===== config.mk =====
export PLATFORM = sky130hd
export DESIGN_NAME = lfu_slot_table_oldest_tiebreak
export DESIGN_NICKNAME = d
export VERILOG_FILES = /design/src/rtl/lfust_pkg.sv /design/src/rtl/lfust_mem.sv /design/src/rtl/lfust_cmp.sv /design/src/rtl/lfu_slot_table_oldest_tiebreak.sv
export SDC_FILE = /design/constraint.sdc
export NUM_CORES = 1
export LEC_CHECK = 0
export BUFFER_PORTS_ARGS = -buffer_cell sky130_fd_sc_hd__buf_2
export CORE_ASPECT_RATIO = 1.25
export CORE_UTILIZATION = 49
export CTS_BUF_LIST = sky130_fd_sc_hd__clkbuf_8
export CTS_CLUSTER_DIAMETER = 30
export DETAILED_ROUTE_END_ITERATION = 12
export PLACE_DENSITY = 0.67
export SYNTH_ARGS = -nofsm -noshare
export SYNTH_HDL_FRONTEND = slang
export SYNTH_SLANG_ARGS = --single-unit

===== constraint.sdc =====
create_clock -name clk -period 7.6 [get_ports clk]
set_input_delay 0.76 -clock clk [delete_from_list [all_inputs] [get_ports clk]]
set_output_delay 0.76 -clock clk [all_outputs]
set_load 0.05 [all_outputs]

===== src/rtl/lfust_pkg.sv =====
`timescale 1ns / 1ps
// ----------------------------------------------------------------------------
// LFU slot table package
// Field widths, operation and register codes, and the compare unit's
// result type, shared by the table's modules.
// ----------------------------------------------------------------------------
package lfust_pkg;

  localparam int KEY_W      = 8;
  localparam int STAMP_W    = 32;
  localparam int SHOW_W     = 16;
  localparam int ACTIVE_W   = 5;
  localparam int ADDR_W     = 3;
  localparam int DATA_W     = 32;
  localparam int REPORT_MAX = 16;
  localparam int REP_W      = 5;

  // Operation codes of a request.
  localparam logic OP_VOTE   = 1'b0;
  localparam logic OP_REPORT = 1'b1;

  // Compare unit modes.
  localparam logic CMP_VICTIM = 1'b0;
  localparam logic CMP_REPORT = 1'b1;

  // Register word index taken from paddr[2].
  localparam logic REG_ACTIVE_SLOTS = 1'b0;

  localparam logic [ACTIVE_W-1:0] ACTIVE_SLOTS_RST = 5'd16;

  typedef struct packed {
    logic key_match;
    logic better;
  } cmp_res_t;

endpackage


===== src/rtl/lfust_mem.sv =====
`timescale 1ns / 1ps
// ----------------------------------------------------------------------------
// Slot entry memory
// One write port and one read port with registered read data.
// ----------------------------------------------------------------------------
module lfust_mem #(
  parameter int DEPTH = 16,
  parameter int WIDTH = 56,
  localparam int AW = (DEPTH > 1) ? $clog2(DEPTH) : 1
) (
  input  logic             clk,
  input  logic             wr_en,
  input  logic [AW-1:0]    wr_addr,
  input  logic [WIDTH-1:0] wr_data,
  input  logic [AW-1:0]    rd_addr,
  output logic [WIDTH-1:0] rd_data
);

  logic [WIDTH-1:0] mem [DEPTH];

  always_ff @(posedge clk) begin
    if (wr_en) begin
      mem[wr_addr] <= wr_data;
    end
    rd_data <= mem[rd_addr];
  end

endmodule


===== src/rtl/lfust_cmp.sv =====
`timescale 1ns / 1ps
// ----------------------------------------------------------------------------
// Shared slot compare unit
// Compares one scanned entry against the running best: victim order on a
// vote, next ascending key on a report, plus the key match for hits.
// ----------------------------------------------------------------------------
module lfust_cmp
  import lfust_pkg::*;
#(
  parameter int COUNT_BITS = 16
) (
  input  logic                  mode,
  input  logic [KEY_W-1:0]      ent_key,
  input  logic [COUNT_BITS-1:0] ent_count,
  input  logic [STAMP_W-1:0]    ent_stamp,
  input  logic                  best_vld,
  input  logic [KEY_W-1:0]      best_key,
  input  logic [COUNT_BITS-1:0] best_count,
  input  logic [STAMP_W-1:0]    best_stamp,
  input  logic [KEY_W-1:0]      probe_key,
  input  logic                  first_pass,
  output cmp_res_t              res
);

  logic victim_less;
  logic above_floor;

  always_comb begin
    // Lowest count first, then oldest stamp, then smallest key.
    victim_less = {ent_count, ent_stamp, ent_key} < {best_count, best_stamp, best_key};
    above_floor = first_pass || (ent_key > probe_key);
    res.key_match = (ent_key == probe_key);
    case (mode)
      CMP_REPORT: res.better = above_floor && (!best_vld || (ent_key < best_key));
      default:    res.better = !best_vld || victim_less;
    endcase
  end

endmodule


===== src/rtl/lfu_slot_table_oldest_tiebreak.sv =====
`timescale 1ns / 1ps
// ----------------------------------------------------------------------------
// LFU slot table with oldest-first tie break
// Key table with use counts, least-frequently-used eviction and a sorted
// report of the resident keys.
// ----------------------------------------------------------------------------
// A request is either a vote for a key or a report of the resident keys. The
// table works on one request at a time and holds in_stall high until it has
// finished. Every request walks the slot memory one entry per cycle through a
// single compare unit. A vote's result is ready once its walk has ended, and
// the vote holds the table until that result is loaded into the output
// register. A report makes one such walk for each key it lists, up to 16,
// or a single walk when the table is empty. Each walk is paced by the
// memory's single read port. A finished result sits in the output register,
// so the next request can be taken while it waits for the consumer; a
// result that is still held by out_stall when the next one is ready holds
// the table until the register frees. Configuration is written through the
// APB port; the user must write it only while the table is idle, as the
// block itself does not enforce this.
// ----------------------------------------------------------------------------
module lfu_slot_table_oldest_tiebreak
  import lfust_pkg::*;
#(
  parameter int SLOTS      = 16,
  parameter int COUNT_BITS = 16
) (
  input  logic              clk,
  input  logic              rst,
  // APB configuration port
  input  logic              psel,
  input  logic              penable,
  input  logic              pwrite,
  input  logic [ADDR_W-1:0] paddr,
  input  logic [DATA_W-1:0] pwdata,
  output logic [DATA_W-1:0] prdata,
  output logic              pready,
  // Request channel
  input  logic              in_valid,
  output logic              in_stall,
  input  logic              operation,
  input  logic [KEY_W-1:0]  key,
  // Result channel
  output logic              out_valid,
  input  logic              out_stall,
  output logic [KEY_W-1:0]  out_key,
  output logic              hit,
  output logic              evicted,
  output logic [SHOW_W-1:0] vote_count,
  output logic              empty_res,
  output logic              last
);

  localparam int IDX_W  = (SLOTS > 1) ? $clog2(SLOTS) : 1;
  localparam int OCC_W  = $clog2(SLOTS + 1);
  localparam int CMP_W  = ((OCC_W > REP_W) ? OCC_W : REP_W) + 1;
  localparam int ENT_W  = KEY_W + COUNT_BITS + STAMP_W;
  localparam int CW_EXT = (COUNT_BITS > SHOW_W) ? COUNT_BITS : SHOW_W;

  localparam logic [1:0] S_IDLE  = 2'd0;
  localparam logic [1:0] S_SCAN  = 2'd1;
  localparam logic [1:0] S_VDONE = 2'd2;
  localparam logic [1:0] S_RDONE = 2'd3;

  // Counts above the output width are shown saturated.
  function automatic logic [SHOW_W-1:0] show_count(input logic [COUNT_BITS-1:0] c);
    logic [CW_EXT-1:0] ext;
    ext = CW_EXT'(c);
    if (ext > CW_EXT'({SHOW_W{1'b1}})) begin
      return {SHOW_W{1'b1}};
    end
    return ext[SHOW_W-1:0];
  endfunction

  // Control state
  logic [1:0]          state;
  logic [ACTIVE_W-1:0] active_slots;
  logic [SLOTS-1:0]    slot_valid;
  logic [OCC_W-1:0]    occ;
  logic [STAMP_W-1:0]  vote_index;
  logic [IDX_W:0]      scan_idx;
  logic                pipe_vld;
  logic [IDX_W-1:0]    pipe_idx;
  logic                best_vld;
  logic                found;
  logic                free_vld;
  logic                rep_first;
  logic [REP_W-1:0]    rep_n;

  // Request and scan payload
  logic                  req_op;
  logic [KEY_W-1:0]      req_key;
  logic [IDX_W-1:0]      best_idx;
  logic [KEY_W-1:0]      best_key;
  logic [COUNT_BITS-1:0] best_count;
  logic [STAMP_W-1:0]    best_stamp;
  logic [IDX_W-1:0]      found_idx;
  logic [COUNT_BITS-1:0] found_count;
  logic [STAMP_W-1:0]    found_stamp;
  logic [IDX_W-1:0]      free_idx;
  logic [KEY_W-1:0]      rep_floor;

  // Memory and compare unit connections
  logic                  mem_we;
  logic [IDX_W-1:0]      mem_waddr;
  logic [ENT_W-1:0]      mem_wdata;
  logic [ENT_W-1:0]      mem_rdata;
  logic [KEY_W-1:0]      ent_key;
  logic [COUNT_BITS-1:0] ent_count;
  logic [STAMP_W-1:0]    ent_stamp;
  logic                  cmp_mode;
  logic [KEY_W-1:0]      probe_key;
  cmp_res_t              cmp_res;

  // Derived per-request values
  logic                  out_free;
  logic                  out_load;
  logic                  cfg_write;
  logic                  ent_live;
  logic                  scan_end;
  logic [COUNT_BITS-1:0] count_next;
  logic [CMP_W-1:0]      eff;
  logic [CMP_W-1:0]      occ_ext;
  logic [CMP_W-1:0]      rep_total;
  logic                  rep_last;
  logic                  vote_evict;
  logic [IDX_W-1:0]      ins_idx;
  logic [SLOTS-1:0]      slot_valid_next;

  assign pready    = 1'b1;
  assign cfg_write = psel && penable && pwrite && (paddr[2] == REG_ACTIVE_SLOTS);
  assign prdata    = (paddr[2] == REG_ACTIVE_SLOTS) ? DATA_W'(active_slots) : '0;
  assign in_stall  = (state != S_IDLE);

  assign {ent_key, ent_count, ent_stamp} = mem_rdata;

  always_comb begin
    out_free  = !out_valid || !out_stall;
    out_load  = ((state == S_VDONE) || (state == S_RDONE)) && out_free;
    ent_live  = pipe_vld && slot_valid[pipe_idx];
    scan_end  = pipe_vld && (pipe_idx == IDX_W'(SLOTS - 1));
    cmp_mode  = (req_op == OP_REPORT) ? CMP_REPORT : CMP_VICTIM;
    probe_key = (req_op == OP_REPORT) ? rep_floor : req_key;

    count_next = (found_count == {COUNT_BITS{1'b1}}) ? found_count
                                                     : found_count + COUNT_BITS'(1);

    // A register value of zero acts as one, a value above SLOTS as SLOTS.
    if (active_slots == '0) begin
      eff = CMP_W'(1);
    end else if (CMP_W'(active_slots) > CMP_W'(SLOTS)) begin
      eff = CMP_W'(SLOTS);
    end else begin
      eff = CMP_W'(active_slots);
    end
    occ_ext    = CMP_W'(occ);
    vote_evict = (occ_ext >= eff) && best_vld;

    // The freed victim slot may be the lowest free slot after eviction.
    if (vote_evict && !(free_vld && (free_idx < best_idx))) begin
      ins_idx = best_idx;
    end else begin
      ins_idx = free_idx;
    end

    // Clear the victim first so that reusing its slot keeps it valid.
    slot_valid_next = slot_valid;
    if (vote_evict) begin
      slot_valid_next[best_idx] = 1'b0;
    end
    slot_valid_next[ins_idx] = 1'b1;

    rep_total = (occ_ext > CMP_W'(REPORT_MAX)) ? CMP_W'(REPORT_MAX) : occ_ext;
    rep_last  = (CMP_W'(rep_n) + CMP_W'(1)) == rep_total;

    mem_we = (state == S_VDONE) && out_free;
    if (found) begin
      mem_waddr = found_idx;
      mem_wdata = {req_key, count_next, found_stamp};
    end else begin
      mem_waddr = ins_idx;
      mem_wdata = {req_key, COUNT_BITS'(1), vote_index};
    end
  end

  lfust_mem #(
    .DEPTH (SLOTS),
    .WIDTH (ENT_W)
  ) u_mem (
    .clk     (clk),
    .wr_en   (mem_we),
    .wr_addr (mem_waddr),
    .wr_data (mem_wdata),
    .rd_addr (scan_idx[IDX_W-1:0]),
    .rd_data (mem_rdata)
  );

  lfust_cmp #(
    .COUNT_BITS (COUNT_BITS)
  ) u_cmp (
    .mode       (cmp_mode),
    .ent_key    (ent_key),
    .ent_count  (ent_count),
    .ent_stamp  (ent_stamp),
    .best_vld   (best_vld),
    .best_key   (best_key),
    .best_count (best_count),
    .best_stamp (best_stamp),
    .probe_key  (probe_key),
    .first_pass (rep_first),
    .res        (cmp_res)
  );

  // Payload registers: the request, the scan's running results and the
  // result fields carry no reset.
  always_ff @(posedge clk) begin
    if (state == S_IDLE && in_valid) begin
      req_op  <= operation;
      req_key <= key;
    end
    if (state == S_SCAN) begin
      if (scan_idx < (IDX_W + 1)'(SLOTS)) begin
        pipe_idx <= scan_idx[IDX_W-1:0];
      end
      if (ent_live && cmp_res.better) begin
        best_idx   <= pipe_idx;
        best_key   <= ent_key;
        best_count <= ent_count;
        best_stamp <= ent_stamp;
      end
      if (ent_live && cmp_res.key_match && req_op == OP_VOTE) begin
        found_idx   <= pipe_idx;
        found_count <= ent_count;
        found_stamp <= ent_stamp;
      end
      if (pipe_vld && !slot_valid[pipe_idx] && !free_vld) begin
        free_idx <= pipe_idx;
      end
    end
    if (state == S_RDONE && out_free) begin
      rep_floor <= best_key;
    end
    if (state == S_VDONE && out_free) begin
      out_key    <= vote_evict && !found ? best_key : '0;
      hit        <= found;
      evicted    <= vote_evict && !found;
      vote_count <= found ? show_count(count_next) : SHOW_W'(1);
      empty_res  <= 1'b0;
      last       <= 1'b1;
    end
    if (state == S_RDONE && out_free) begin
      hit     <= 1'b0;
      evicted <= 1'b0;
      if (occ == '0) begin
        out_key    <= '0;
        vote_count <= '0;
        empty_res  <= 1'b1;
        last       <= 1'b1;
      end else begin
        out_key    <= best_key;
        vote_count <= show_count(best_count);
        empty_res  <= 1'b0;
        last       <= rep_last;
      end
    end
  end

  // Control registers.
  always_ff @(posedge clk) begin
    if (rst) begin
      state        <= S_IDLE;
      active_slots <= ACTIVE_SLOTS_RST;
      slot_valid   <= '0;
      occ          <= '0;
      vote_index   <= '0;
      scan_idx     <= '0;
      pipe_vld     <= 1'b0;
      best_vld     <= 1'b0;
      found        <= 1'b0;
      free_vld     <= 1'b0;
      rep_first    <= 1'b1;
      rep_n        <= '0;
      out_valid    <= 1'b0;
    end else begin
      if (cfg_write) begin
        active_slots <= pwdata[ACTIVE_W-1:0];
      end
      // A new result loads the output register; otherwise a taken one leaves.
      if (out_load) begin
        out_valid <= 1'b1;
      end else if (!out_stall) begin
        out_valid <= 1'b0;
      end

      unique case (state)
        S_IDLE: begin
          if (in_valid) begin
            scan_idx  <= '0;
            pipe_vld  <= 1'b0;
            best_vld  <= 1'b0;
            found     <= 1'b0;
            free_vld  <= 1'b0;
            rep_first <= 1'b1;
            rep_n     <= '0;
            state     <= S_SCAN;
          end
        end

        S_SCAN: begin
          // One slot is read per cycle; its entry reaches the compare
          // unit through the memory's registered read data.
          if (scan_idx < (IDX_W + 1)'(SLOTS)) begin
            scan_idx <= scan_idx + (IDX_W + 1)'(1);
            pipe_vld <= 1'b1;
          end else begin
            pipe_vld <= 1'b0;
          end
          if (ent_live && cmp_res.better) begin
            best_vld <= 1'b1;
          end
          if (ent_live && cmp_res.key_match && req_op == OP_VOTE) begin
            found <= 1'b1;
          end
          if (pipe_vld && !slot_valid[pipe_idx]) begin
            free_vld <= 1'b1;
          end
          if (scan_end) begin
            state <= (req_op == OP_REPORT) ? S_RDONE : S_VDONE;
          end
        end

        S_VDONE: begin
          if (out_free) begin
            if (!found) begin
              if (!vote_evict) begin
                occ <= occ + OCC_W'(1);
              end
              slot_valid <= slot_valid_next;
            end
            if (vote_index != {STAMP_W{1'b1}}) begin
              vote_index <= vote_index + STAMP_W'(1);
            end
            state <= S_IDLE;
          end
        end

        S_RDONE: begin
          if (out_free) begin
            if (occ == '0 || rep_last) begin
              state <= S_IDLE;
            end else begin
              // Look for the next larger key on a fresh pass.
              rep_first <= 1'b0;
              rep_n     <= rep_n + REP_W'(1);
              scan_idx  <= '0;
              pipe_vld  <= 1'b0;
              best_vld  <= 1'b0;
              state     <= S_SCAN;
            end
          end
        end

        default: begin
          state <= S_IDLE;
        end
      endcase
    end
  end

endmodule


==> results of run 1 <==
## worst max-delay path, delay by kind of cell, from the launching register on
family	cells	cell delay, ns
buf+inv	2	1.20
flops	1	0.37
simple gates	5	0.68
compound gates	4	1.75
fa+ha+maj	1	0.27
## final cells by class
type | instances | area share, %
diodes | 1 | 0.00474
clock buffers | 205 | 5.35
clock inverters | 142 | 2.05
inverters | 81 | 0.581
multi-input cells | 1063 | 22.4
flip-flops and latches | 1193 | 65.3
well taps | 1280 | 3.03
repair buffers | 105 | 1.28
## kinds of logic after synthesis
logic type | count (synthesis) | synth area share, %
compound gates | 190 | 2.66
xor+xnor | 42 | 0.782
fa+ha+maj | 77 | 2.05
buf+inv | 216 | 2.11
flops | 1193 | 73.3
mux | 337 | 14.8
other cells | 2 | 0.0160
simple gates | 389 | 4.27
## Yosys cell counts (22+ instances only)
library cell	count	area (um2)
buf_4	31	233
mux4_2	285	6420
buf_1	26	97.6
edfxtp_1	1059	31800
dfxtp_1	134	2680
inv_1	79	297
xor2_1	26	228
nor2_1	92	345
o21ai_0	35	175
nand4_1	33	206
nor4_1	23	144
a21oi_1	51	255
mux2_2	35	394
nand2_1	74	278
a31oi_1	22	138
nand3_1	63	315
ha_1	77	963
clkbuf_1	60	225
## layer usage
metal / vias to the layer above / global-route usage [%]
li1: 10300 / -
met1: 12600 / 28.1
met2: 910 / 37.1
met3: 220 / 3.17
met4: 0 / 8.28
met5: - / 0
## per-stage QoR
step	worst slack [ns]	TNS, ns	instances	utilization (%)	instance area, um2
2_1_floorplan	-0.597	-486.11	2472	-	47200
3_3_place_gp	2.98	0	3722	51.6	48900
3_5_place_dp	2.93	0	3722	51.6	48900
4_1_cts	2.91	0	4069	55.7	52800
5_1_grt	2.52	0	4070	55.7	52800
6_report	2.91	0	4070	55.7	52800
## path summary, 6_finish.rpt
path | to | slack (ns) | cells after the start
max | u_mem.mem[4][41] | 2.91 | 12
min reg2reg | evicted | 0.45 | 2
min | req_key[7] | 0.09 | 1
max reg2reg | u_mem.mem[4][41] | 2.91 | 12
## placed cells by master (no fill, tap or decap), types with 5 or more instances in the layout
cell type,count
buf_2,56
nand2_1,74
buf_4,47
o31ai_1,11
nand3_1,63
nor3_1,18
a21o_1,5
nor4_2,16
nor4_1,7
o22ai_1,10
clkinv_2,24
edfxtp_1,1059
inv_6,8
nor2b_1,15
clkbuf_8,205
nor2_1,92
bufinv_16,16
o211ai_1,10
inv_1,147
mux4_2,285
a31oi_1,21
xor2_1,26
or4_1,5
o21ai_0,35
clkinv_1,17
dfxtp_1,130
and4_1,7
ha_1,77
mux2i_1,17
mux2_2,35
nand2b_1,8
conb_1,28
and3_1,16
a22oi_1,5
nand4_1,33
and2_1,6
a21oi_1,51
clkinvlp_4,6
xnor2_1,16
## state kept, by name, indices dropped and copies added (netlist names), 8 cells and up
signal         count
best_count        16
best_key           8
best_stamp        32
found_count       16
found_stamp       32
out_key            8
rep_floor          8
req_key            8
slot_valid        16
u_mem.mem        896
u_mem.rd_data     56
vote_count        16
vote_index        32
## report_power, final
part | total, W | internal, W | switching, W | leakage, nW
clock network | 0.00554 | 0.00305 | 0.00249 | 2.24
registers | 0.00709 | 0.00705 | 0.0000363 | 8.67
logic | 0.000221 | 0.0000895 | 0.000132 | 4.34
total | 0.0128 | 0.0102 | 0.00266 | 15.3
==> metrics, run 1 <==
first-pass GRT wire length 155 mm; row cnt about 130; pwr dens approximately 240 nW/um2; detailed-placement wirelength estimate 54.2 mm; Setup Skew 0.0628 ns; I/O pins 114; CP cell instances nor3_1 -> nor2_1 -> nor2_1 -> ha_1 -> nor2b_1 -> o21ai_0 -> a21oi_1 -> o21ai_0 -> a31oi_1 -> nor4_2 -> buf_4 -> buf_4; Starting Density 49.7%; hold_sp key[7]; vias about 24,000; Syn Inst Count 2,446; peak supply drop 162 uV; Yosys Warn Count 0; DRT Wirelength 104 mm; Die H 348 um; WL/cell 25.5 um; post-CTS sizing 0; die area 97,300 um2; reg2reg start active_slots[1]; WHS between 0.09 and 0.1 ns; top sig layer met4; final worst path period need 4.69 ns; detailed-route DRC error count 0; CP required 8.04 ns; total track usage between 20 and 25%; total power 0.0128 W; Leak 15.3 nW; Async SR Flop Fraction 0%; GRT overflow 0; RePlAce Congestion 0.828; Slew Limit Fails 0; crit end category flop; Core Area around 95,000 um2; hold_buf cts 0; met1 wire length 42.0 mm; via/cell ratio 5.91; Relative slew margins 26.2%; Clock Sinks about 1,200; Worst Path Max Fanout 35; Die Wd approximately 280 um; Synth Register Bits 1,193; status completed; share of layout cells above drive strength 1 a little over a quarter; largest net degree at the start of global routing approximately 160; RSZ-0062 raised after global routing no; Clock Tree Buf Depth 3; Fin. Hold Viols 0; Initial DRC Count 2,125; syn_area_per_cell 19.2 um2; # setup viols final 0; unique cell type count in the Yosys netlist 79; CP arrival 5.12 ns; highest clock rate 213 MHz; area grow syn2layout 12.2%; Critical Path Start active_slots[1]; Final Cycle Share 61.7%; CTS tree built; CTS H-tree depth 4; worst hold path type input pin to flop; Total Nets Final 2,756; DR WL met2 53.3 mm; Post-Syn Area 47,100 um2; met3 WL 5.53 mm; input/output buffers 56; antenna violations before repair 1; CTS buffer count about 180; critical path launch point type flop; vias in the first global route between 20,000 and 30,000; worst skew pair latency 0.85 ns; Post-CTS Setup Repair Bufs 0; sequential cell area between 30,000 and 40,000 um2; number of flops mapped to enable cells by yosys 1,059; # Max-Cap Violations 0; CTS clk-pin slew, worst paths roughly 0.06 ns; register area share after synthesis about three quarters; TritonRoute pass-1 iters 6; area occupied by multi-input gates ~12,000 um2; worst-margin pin slew about 1.1 ns; Root Buffer clkbuf_8; crit-path max cell delay 0.69 ns; Primary FF master, synth edfxtp_1; Fill cells between 7,000 and 8,000; Post-DRT Antenna Nets 0; CP max stage cell buf_4; WS Path Type flop to flop
Note: power is estimated with default switching activity, not from simulation.
==> inputs of run 2 (changes only) <==
clock period = 4.15 ns   (was 7.6 ns; I/O delays follow)
==> metrics, run 2 (same netlist as run 1, synthesis figures left out) <==
status completed; pwr dens about 430 nW/um2; hold_sp in_valid; Post-CTS Setup Repair Bufs 0; Die H 348 um; reg2reg start req_op; CP required 4.64 ns; Post-DRT Antenna Nets 0; crit end category flop; antenna violations before repair 4; Util after Layout 56.4%; largest net degree at the start of global routing 137; biggest registers after layout u_mem.mem (896), u_mem.rd_data (56); RePlAce Congestion ~0.85; # setup viols final 0; CP arrival 4.16 ns; Worst Hold Endpoint free_vld; Fin. Hold Viols 0; # Max-Cap Violations 0; die area 97,300 um2; post-CTS sizing 0; final worst path period need 3.67 ns; CTS H-tree depth 4; Core Area 94,700 um2; Clock Tree Buf Depth 3; row cnt 126; Setup Skew 0.0426 ns; WL/cell 24.5 um; total power 0.0231 W; hold_buf cts 15; r2r setup slk 0.48 ns; max reg flops 896; total track usage a little over a fifth; via/cell ratio 5.85; CTS buffer count 188; input/output buffers 56; CTS tree built; I/O pins 114; largest register by flop count u_mem.mem; CP cell instances buf_4 -> mux2i_1 -> ha_1 -> and4_1 -> a221o_1 -> a221o_1 -> and3b_1 -> o311a_4 -> buf_4; most frequent cells in the layout edfxtp_1, mux4_2, clkbuf_8; worst hold stages 4; detailed-placement wirelength estimate 55.3 mm; FF-to-FF End best_stamp[2]; worst skew pair latency 0.84 ns; Clock Sinks 1,193; first-pass GRT wire length 153 mm; worst hold path type input pin to flop; worst-margin pin slew 1.10 ns; Relative slew margins 26.3%; CP max stage cell edfxtp_1; Die Wd 279 um; share of layout cells above drive strength 1 27.2%; Total Nets Final around 2,800; peak supply drop 273 uV; WHS 0.112 ns; DRT Wirelength 101 mm; RSZ-0062 raised after global routing no; vias in the first global route 25,000; highest clock rate 272 MHz; Post-Layout Cell Count about 4,100; Final Cycle Share 88.5%; area grow syn2layout 13.5%; crit-path max cell delay 0.75 ns; Initial DRC Count approximately 1,900; commonest non-fill, non-tap cell in the layout edfxtp_1; Slew Limit Fails 0; vias 24,000; Starting Density 49.7%; Leak 15.4 nW; CTS clk-pin slew, worst paths 0.06 ns; GRT overflow 0; Worst Path Max Fanout 36; WS Path Type flop to flop; detailed-route DRC error count 0; R2R depth 9; Root Buffer clkbuf_8; critical path launch point type flop; TritonRoute pass-1 iters 7; Cells after DPL around 3,700
run 2: cell count changes in the layout (fill, tap and decap cells not counted), moves of 5 or more:
cell / previous run / this run
buf_12: 2 / 22
nor4_2: 16 / 0
nor4_4: 0 / 16
dlygate4sd3_1: 0 / 15
clkinv_1: 17 / 27
inv_1: 147 / 138
buf_4: 47 / 39
bufinv_16: 16 / 8
clkinvlp_4: 6 / 12
inv_8: 0 / 5
run 2: layout make-up:
| cell class | count | area (um2) |
|---|---|---|
| timing repair buffer | 132 | 1160 |
| antenna | 1 | 2.50 |
| multi-input combinational | 1063 | 12100 |
| tap | 1280 | 1600 |
| sequential | 1193 | 34500 |
| clock buffer | 202 | 2780 |
| fill | 7052 | 41300 |
| clock inverter | 149 | 966 |
| inverter | 81 | 309 |
run 2: power by group:
group	total, W	internal [W]	leakage, nW	switching [W]
Clock	0.00967	0.00507	2.13	0.00460
Sequential	0.0130	0.0129	8.67	0.0000466
Combinational	0.000461	0.000186	4.59	0.000275
Total	0.0231	0.0182	15.4	0.00492
run 2: worst max-delay path: cells and delay by family (launching register included):
family | cells | cell delay [ns]
adder cells (fa/ha/maj) | 1 | 0.28
buffers and inverters | 2 | 0.58
flip-flops | 1 | 0.75
multiplexers | 1 | 0.21
AND/OR/NAND/NOR | 2 | 0.52
AO/OA/AOI/OAI | 3 | 0.97
run 2: per-layer routing:
layer / share of wire, % / wire length, um / global-route usage (%) / up-vias
li1: - / - / - / 10400
met1: 41 / 41500 / 28.0 / 12600
met2: 51 / 51500 / 35.9 / 799
met3: 5.3 / 5350 / 3.29 / 181
met4: 2.3 / 2290 / 6.78 / 2
met5: 0.013 / 13 / 0 / -
run 2: worst max-delay path by stage:
stage,startpoint,end,slack (ns),depth (start not counted)
finish,req_op,best_stamp[2],0.48,9
global route,req_op,best_stamp[2],0.33,9
CTS,req_op,best_stamp[2],0.43,9
detailed placement,req_op,best_stamp[2],0.50,8
global placement,req_op,best_stamp[2],0.59,8
floorplan,free_idx[2],u_mem.mem[4][0],-0.05,7
run 2: through the flow:
step                      TNS (ns)  setup slack [ns]  area (um2)
after detailed placement         0             0.499       49500
after global placement           0             0.587       49500
after global routing             0             0.328       53400
final                            0             0.478       53400
after CTS                        0             0.431       53400
after floorplan             -24.36           -0.0496       47600
